<file path="config.mk">
export PLATFORM = sky130hd
export DESIGN_NAME = audio_block_level_stats
export DESIGN_NICKNAME = d
export VERILOG_FILES = /design/src/rtl/abl_pkg.sv /design/src/rtl/abl_ctrl.sv /design/src/rtl/abl_datapath.sv /design/src/rtl/audio_block_level_stats.sv
export SDC_FILE = /design/constraint.sdc
export NUM_CORES = 1
export LEC_CHECK = 0
export ABC_CLOCK_PERIOD_IN_PS = 4700
export BUFFER_PORTS_ARGS = -buffer_cell sky130_fd_sc_hd__buf_4
export CELL_PAD_IN_SITES_DETAIL_PLACEMENT = 0
export CELL_PAD_IN_SITES_GLOBAL_PLACEMENT = 1
export CORE_ASPECT_RATIO = 1.5
export CORE_UTILIZATION = 40
export CTS_CLUSTER_DIAMETER = 200
export DETAILED_ROUTE_END_ITERATION = 7
export GPL_TIMING_DRIVEN = 0
export PLACE_DENSITY_LB_ADDON = 0.25
export SYNTH_ARGS = -nofsm -noshare
export SYNTH_HDL_FRONTEND = slang
export SYNTH_SLANG_ARGS = --single-unit
</file>
<file path="constraint.sdc">
create_clock -name clk_i -period 4.7 [get_ports clk_i]
set_input_delay 0.94 -clock clk_i [delete_from_list [all_inputs] [get_ports clk_i]]
set_output_delay 0.94 -clock clk_i [all_outputs]
set_load 0.005 [all_outputs]
</file>
<file path="src/rtl/abl_pkg.sv">
package abl_pkg;

  localparam int unsigned RAW_W       = 32;
  localparam int unsigned SAMPLE_W    = 24;
  localparam int unsigned SHIFT       = 8;
  localparam int unsigned COUNT_OUT_W = 10;

  localparam logic signed [SAMPLE_W-1:0] SAMPLE_MAX = 24'sh7FFFFF;
  localparam logic signed [SAMPLE_W-1:0] SAMPLE_MIN = 24'sh800000;

  typedef struct packed {
    logic accumulate;
    logic close;
    logic div_step;
    logic load_out;
  } abl_cmd_t;

  typedef struct packed {
    logic close_hit;
    logic div_last;
  } abl_sts_t;

endpackage

</file>
<file path="src/rtl/abl_ctrl.sv">
module abl_ctrl (
  input  logic              clk_i,
  input  logic              rst_ni,
  input  logic              in_valid_i,
  output logic              in_ready_o,
  output logic              out_valid_o,
  input  logic              out_ready_i,
  input  abl_pkg::abl_sts_t sts_i,
  output abl_pkg::abl_cmd_t cmd_o
);
  import abl_pkg::*;

  typedef enum logic [1:0] {
    S_ACC,
    S_DIV,
    S_LOAD
  } state_e;

  state_e state_q, state_d;
  logic   out_valid_q, out_valid_d;
  logic   out_free;

  assign in_ready_o  = (state_q == S_ACC);
  assign out_valid_o = out_valid_q;
  assign out_free    = !out_valid_q || out_ready_i;

  always_comb begin
    cmd_o            = '0;
    state_d          = state_q;
    cmd_o.accumulate = in_valid_i && (state_q == S_ACC);
    cmd_o.close      = cmd_o.accumulate && sts_i.close_hit;
    case (state_q)
      S_ACC: begin
        if (cmd_o.close) begin
          state_d = S_DIV;
        end
      end
      S_DIV: begin
        cmd_o.div_step = 1'b1;
        if (sts_i.div_last) begin
          state_d = S_LOAD;
        end
      end
      S_LOAD: begin
        if (out_free) begin
          cmd_o.load_out = 1'b1;
          state_d        = S_ACC;
        end
      end
      default: begin
        state_d = S_ACC;
      end
    endcase
    if (cmd_o.load_out) begin
      out_valid_d = 1'b1;
    end else if (out_ready_i) begin
      out_valid_d = 1'b0;
    end else begin
      out_valid_d = out_valid_q;
    end
  end

  always_ff @(posedge clk_i or negedge rst_ni) begin
    if (!rst_ni) begin
      state_q     <= S_ACC;
      out_valid_q <= 1'b0;
    end else begin
      state_q     <= state_d;
      out_valid_q <= out_valid_d;
    end
  end

endmodule

</file>
<file path="src/rtl/abl_datapath.sv">
module abl_datapath #(
  parameter int unsigned MAX_BLOCK = 512
) (
  input  logic                                      clk_i,
  input  logic                                      rst_ni,
  input  logic signed [abl_pkg::RAW_W-1:0]          raw_word_i,
  input  logic                                      block_end_i,
  input  abl_pkg::abl_cmd_t                         cmd_i,
  output abl_pkg::abl_sts_t                         sts_o,
  output logic        [abl_pkg::COUNT_OUT_W-1:0]    sample_count_o,
  output logic signed [abl_pkg::SAMPLE_W-1:0]       min_level_o,
  output logic signed [abl_pkg::SAMPLE_W-1:0]       max_level_o,
  output logic        [abl_pkg::SAMPLE_W-1:0]       mean_abs_level_o
);
  import abl_pkg::*;

  localparam int unsigned CNT_W  = $clog2(MAX_BLOCK + 1);
  localparam int unsigned SUM_W  = CNT_W + SAMPLE_W;
  localparam int unsigned STEP_W = $clog2(SUM_W);

  logic signed [SAMPLE_W-1:0] sample;
  logic        [SAMPLE_W-1:0] mag;
  logic signed [SAMPLE_W-1:0] new_min, new_max;
  logic        [SUM_W-1:0]    new_sum;
  logic        [CNT_W-1:0]    new_cnt;

  logic signed [SAMPLE_W-1:0] min_q, min_d, max_q, max_d;
  logic        [SUM_W-1:0]    sum_q, sum_d;
  logic        [CNT_W-1:0]    cnt_q, cnt_d;

  logic signed [SAMPLE_W-1:0] snap_min_q, snap_max_q;
  logic        [CNT_W-1:0]    snap_cnt_q;
  logic        [SUM_W-1:0]    dvd_q, dvd_d;
  logic        [CNT_W-1:0]    rem_q, rem_d;
  logic        [STEP_W-1:0]   step_q, step_d;
  logic        [CNT_W:0]      trial;
  logic                       q_bit;
  logic        [CNT_W+COUNT_OUT_W-1:0] cnt_ext;

  assign sample  = raw_word_i[RAW_W-1:SHIFT];
  assign mag     = sample[SAMPLE_W-1] ? (~sample + 1'b1) : sample;
  assign new_min = (sample < min_q) ? sample : min_q;
  assign new_max = (sample > max_q) ? sample : max_q;
  assign new_sum = sum_q + {{CNT_W{1'b0}}, mag};
  assign new_cnt = cnt_q + 1'b1;

  assign sts_o.close_hit = block_end_i || (new_cnt == CNT_W'(MAX_BLOCK));
  assign sts_o.div_last  = (step_q == STEP_W'(SUM_W - 1));

  // restoring division, one quotient bit per cycle
  assign trial = {rem_q, dvd_q[SUM_W-1]};
  assign q_bit = (trial >= {1'b0, snap_cnt_q});

  always_comb begin
    min_d  = min_q;
    max_d  = max_q;
    sum_d  = sum_q;
    cnt_d  = cnt_q;
    dvd_d  = dvd_q;
    rem_d  = rem_q;
    step_d = step_q;
    if (cmd_i.accumulate) begin
      if (cmd_i.close) begin
        min_d = SAMPLE_MAX;
        max_d = SAMPLE_MIN;
        sum_d = '0;
        cnt_d = '0;
        dvd_d  = new_sum;
        rem_d  = '0;
        step_d = '0;
      end else begin
        min_d = new_min;
        max_d = new_max;
        sum_d = new_sum;
        cnt_d = new_cnt;
      end
    end
    if (cmd_i.div_step) begin
      dvd_d  = {dvd_q[SUM_W-2:0], q_bit};
      rem_d  = q_bit ? CNT_W'(trial - {1'b0, snap_cnt_q}) : trial[CNT_W-1:0];
      step_d = step_q + 1'b1;
    end
  end

  always_ff @(posedge clk_i or negedge rst_ni) begin
    if (!rst_ni) begin
      min_q <= SAMPLE_MAX;
      max_q <= SAMPLE_MIN;
      sum_q <= '0;
      cnt_q <= '0;
    end else begin
      min_q <= min_d;
      max_q <= max_d;
      sum_q <= sum_d;
      cnt_q <= cnt_d;
    end
  end

  assign cnt_ext = {{COUNT_OUT_W{1'b0}}, snap_cnt_q};

  always_ff @(posedge clk_i) begin
    dvd_q  <= dvd_d;
    rem_q  <= rem_d;
    step_q <= step_d;
    if (cmd_i.close) begin
      snap_min_q <= new_min;
      snap_max_q <= new_max;
      snap_cnt_q <= new_cnt;
    end
    if (cmd_i.load_out) begin
      sample_count_o   <= cnt_ext[COUNT_OUT_W-1:0];
      min_level_o      <= snap_min_q;
      max_level_o      <= snap_max_q;
      mean_abs_level_o <= dvd_q[SAMPLE_W-1:0];
    end
  end

endmodule

</file>
<file path="src/rtl/audio_block_level_stats.sv">
// samples are taken one per cycle while a block accumulates
// the closing sample starts a bit-serial divider of clog2(MAX_BLOCK+1)+24 steps
// input is held off from the closing sample until the result is loaded
// asynchronous active-low reset clears the accumulators and the output valid
module audio_block_level_stats #(
  parameter int unsigned MAX_BLOCK = 512
) (
  input  logic                                   clk_i,
  input  logic                                   rst_ni,
  input  logic                                   in_valid_i,
  output logic                                   in_ready_o,
  input  logic signed [abl_pkg::RAW_W-1:0]       raw_word_i,
  input  logic                                   block_end_i,
  output logic                                   out_valid_o,
  input  logic                                   out_ready_i,
  output logic        [abl_pkg::COUNT_OUT_W-1:0] sample_count_o,
  output logic signed [abl_pkg::SAMPLE_W-1:0]    min_level_o,
  output logic signed [abl_pkg::SAMPLE_W-1:0]    max_level_o,
  output logic        [abl_pkg::SAMPLE_W-1:0]    mean_abs_level_o
);
  import abl_pkg::*;

  abl_cmd_t cmd;
  abl_sts_t sts;

  abl_ctrl u_ctrl (
    .clk_i      (clk_i),
    .rst_ni     (rst_ni),
    .in_valid_i (in_valid_i),
    .in_ready_o (in_ready_o),
    .out_valid_o(out_valid_o),
    .out_ready_i(out_ready_i),
    .sts_i      (sts),
    .cmd_o      (cmd)
  );

  abl_datapath #(
    .MAX_BLOCK(MAX_BLOCK)
  ) u_datapath (
    .clk_i           (clk_i),
    .rst_ni          (rst_ni),
    .raw_word_i      (raw_word_i),
    .block_end_i     (block_end_i),
    .cmd_i           (cmd),
    .sts_o           (sts),
    .sample_count_o  (sample_count_o),
    .min_level_o     (min_level_o),
    .max_level_o     (max_level_o),
    .mean_abs_level_o(mean_abs_level_o)
  );

`ifndef ASSERT_OFF
  a_mean_range: assert property (@(posedge clk_i) disable iff (!rst_ni)
    out_valid_o |-> (mean_abs_level_o <= 24'd8388608))
    else $error("mean level out of range");

  a_min_le_max: assert property (@(posedge clk_i) disable iff (!rst_ni)
    out_valid_o |-> (min_level_o <= max_level_o))
    else $error("min level above max level");

  a_count_nonzero: assert property (@(posedge clk_i) disable iff (!rst_ni)
    out_valid_o |-> ((MAX_BLOCK > 1023) || (sample_count_o != '0)))
    else $error("empty block reported");

  a_no_input_while_dividing: assert property (@(posedge clk_i) disable iff (!rst_ni)
    cmd.div_step |-> !in_ready_o)
    else $error("input accepted during division");
`endif

endmodule
</file>
==> run_results.csv <==
group,metric,value,unit
logic_synthesis,netlist_top_cells_area,"edfxtp_1 40%, dfrtp_1 12%, ha_1 7.4%",
logic_synthesis,synth_common_cells,"190 x edfxtp_1, 114 x nand2_1, 85 x ha_1",
critical_path,regToRegSetupSlack,1.14,ns
critical_path,timing.rr.start,"u_datapath.sum_q[0]",
place,place_congestion,0.875,
grt,grt_pass1_vias,10300,
detailed_routing,drtIter0Drc,430,
cells_and_area,final_util,48.4,%
min_path,hp-class,"in -> async",
timing,period_share,98.8,%
critical_path,r2r_cells,10,
timing,slew_headroom,26.1,%
logic_synthesis,ys.flop_type,"edfxtp_1",
cts,clk_pin_slew_worst_paths,0.06,ns
pwr,power_density,604,nW/um^2
logic_synthesis,ys_types,71,
pwr,irDropWorstVdd,0.312,mV
critical_path,critPathLaunch,"raw_word_i[12]",
cts,cts_htree_levels,1,
timing,drv_slew,0,
grt,met2_usage,37.9,%
floorplanning,pin_count,121,
place,dpl.cell_count,1802,
critical_path,start_kind,"input pin",
timing,setup_violations,0,
critical_path,crit_type,"in -> reg",
status,run_status,"finished clean",
detailed_routing,drt_pass1_iterations,5,
place,hpwl,26700,um
cells_and_area,layout-drive-gt1-share,21.0,%
logic_synthesis,ys_async_sr_fraction,33.3,%
critical_path,r2r-end,"u_datapath.dvd_q[22]",
cts,ctsLongestPathBuffers,3,
grt,busiest_layer,"met2",
grt,antenna_found_initial,0,
floorplanning,start_util,40.9,%
critical_path,crit_path_max_fanout,8,
timing,holdWs,0.303,ns
logic_synthesis,synth_area,14400,sq um
detailed_routing,viasPerCell,5.35,
cells_and_area,layout.cells.non_filler,1856,
detailed_routing,vias,9925,
grt,use_met3,2.18,%
pwr,leakage,0.00701,uW
floorplanning,core_area,35300,sq um
floorplanning,die_h,235,um
timing,fin_crit,4.64,ns
cts,cts_tree,"yes",
critical_path,arrival,4.94,ns
grt,track_usage,20.2,%
detailed_routing,antenna_left,0,
grt,grt_pass1_wl,57100,um
timing,max_slew.worst_pin.slew,1.09,ns
logic_synthesis,post-synth-top-count-cell,"edfxtp_1",
place,postPlaceCellArea,16000,sq um
logic_synthesis,ys_seq_area_share,56.2,%
detailed_routing,wl_per_cell,19.6,um
cells_and_area,final_cell_area,17100,sq um
cts,cts_inserted_buffers,28,
logic_synthesis,synth_edf_count,190,
logic_synthesis,yosys.area.top_type_share,39.5,%
cts,root_buffer,"clkbuf_16",
place,portBuffers,112,
floorplanning,dieArea,36900,sq um
job,max-cap-violations,0,
timing,clock_skew,0.0197,ns
grt,grt_max_degree,96,
logic_synthesis,syn_avg_cell_area,11.9,sq um
critical_path,worstPathRequired,5.00,ns
critical_path,setup.worst_path.end_class,"flip-flop",
logic_synthesis,yosys.area.top_type,"edfxtp_1",
grt,grt_use_met1,23.6,%
cts,clk_latency,0.56,ns
detailed_routing,wirelength,36300,um
cells_and_area,nNetsFinal,1485,
cells_and_area,fillers,3269,
floorplanning,row_count,84,
cts,postCtsHoldBufs,0,
grt,grt_remaining_overflow,0,
floorplanning,die_x,157,um
cells_and_area,num_antenna_cells,0,
timing,hold_viol,0,
logic_synthesis,netlist_instances,1213,
logic_synthesis,yosysWarnings,0,
logic_synthesis,syn_nets,1337,
pwr,total_power,10300,uW
detailed_routing,drc_errors,0,
timing,max_freq,0.215,GHz
cells_and_area,area_growth,18.3,%
logic_synthesis,synth-seq-cells,285,
cts,cts.sinks,285,
==> where the power goes <==
group,switching [uW],leakage [uW],internal (uW)
registers,383,0.00296,3670
logic,2220,0.00356,1610
clock network,982,0.000481,1440
==> logic make-up after synthesis <==
| family | Yosys count | share of synthesized area (%) |
|---|---|---|
| XOR/XNOR | 60 | 3.64 |
| flip-flops | 285 | 56.2 |
| multiplexers | 50 | 3.88 |
| buffers and inverters | 133 | 3.87 |
| AO/OA/AOI/OAI | 309 | 15.1 |
| AND/OR/NAND/NOR | 289 | 9.70 |
| adder cells (fa/ha/maj) | 87 | 7.64 |
==> sequential cells by signal, summed over array words and instances (netlist names) <==
signal	cells
u_datapath.sum_q	34
u_datapath.min_level_o	24
u_datapath.step_q	6
u_datapath.cnt_q	10
u_datapath.max_level_o	24
u_datapath.max_q	24
u_datapath.snap_min_q	24
u_ctrl.out_valid_o	1
u_datapath.snap_cnt_q	10
u_datapath.snap_max_q	24
u_datapath.mean_abs_level_o	24
u_datapath.min_q	24
u_datapath.rem_q	10
u_ctrl.state_q	2
u_datapath.sample_count_o	10
u_datapath.dvd_q	34
==> worst max-delay path: stages <==
cell       delay [ns]
buf_4            0.13
buf_2            0.17
or4_4            0.52
or4_1            0.49
nand2b_4         0.21
o21ai_1          0.19
xnor2_1          0.09
ha_1             0.36
a21oi_1          0.17
nor2b_1          0.07
or3_1            0.36
a31o_1           0.25
a2111oi_2        0.38
nor2_1           0.12
xor2_1           0.20
mux2_2           0.29
==> per-stage QoR <==
stage	setup slack, ns	TNS, ns
after floorplan	0.0135	0
after global placement	-0.593	-27.87
after detailed placement	-0.602	-12.43
after CTS	0.0136	0
after global routing	-0.00341	-0.00341
final	0.0578	0
==> cells in the final DEF, fill, tap and decap left out, types with 9 or more instances in the layout <==
master | synthesis | layout
a21o_1 | 31 | 31
buf_2 | 12 | 12
or3_1 | 9 | 9
buf_4 | 2 | 115
mux2_2 | 48 | 48
a31oi_1 | 14 | 13
ha_1 | 85 | 85
xnor2_1 | 47 | 47
dfstp_2 | 24 | 24
dfrtp_1 | 71 | 71
xor2_1 | 13 | 13
a211oi_1 | 10 | 10
clkbuf_1 | 33 | 34
nor2_1 | 40 | 40
nand4_1 | 18 | 18
a21oi_1 | 55 | 55
inv_1 | 74 | 73
edfxtp_1 | 190 | 190
nand3_1 | 32 | 32
nand2b_1 | 14 | 12
o21ai_0 | 67 | 66
o21a_1 | 9 | 9
nor2b_1 | 10 | 9
o31ai_1 | 17 | 16
o22a_1 | 23 | 23
clkbuf_16 | 0 | 29
nor3_1 | 14 | 14
a22o_1 | 31 | 31
nand2_1 | 114 | 112
==> how the worst max path moves through the flow <==
stage                                      end  slack [ns]  cells after the start
after CTS                 u_datapath.dvd_q[33]        0.01                     14
after global placement    u_datapath.dvd_q[33]       -0.59                     14
after floorplan           u_datapath.dvd_q[22]        0.01                     15
final                     u_datapath.dvd_q[22]        0.06                     16
after global routing      u_datapath.dvd_q[22]      -0.003                     16
after detailed placement  u_datapath.dvd_q[22]       -0.60                     16
==> timing repair <==
item                                    4_1_cts  5_1_grt
setup buffers                                 0        3
gates resized for setup                       1        9
endpoints found under the setup margin        2       19
pin swaps                                     0        3
hold endpoints to repair                      0        0
==> final cells by class <==
type	instances	area, sq um	share of cell area (%)
repair buffers	120	987	5.78
well taps	473	592	3.47
clock inverters	18	231	1.36
multi-input cells	795	5840	34.2
plain buffers	57	274	1.60
flip-flops and latches	285	8110	47.5
clock buffers	34	764	4.48
inverters	74	278	1.63
==> layer usage <==
metal,up-vias,share of wire [%]
met2,178,54
met5,-,0
met1,4872,40
li1,4824,-
met4,0,2.6
met3,51,3.3
Note: power is estimated with default switching activity, not from simulation.
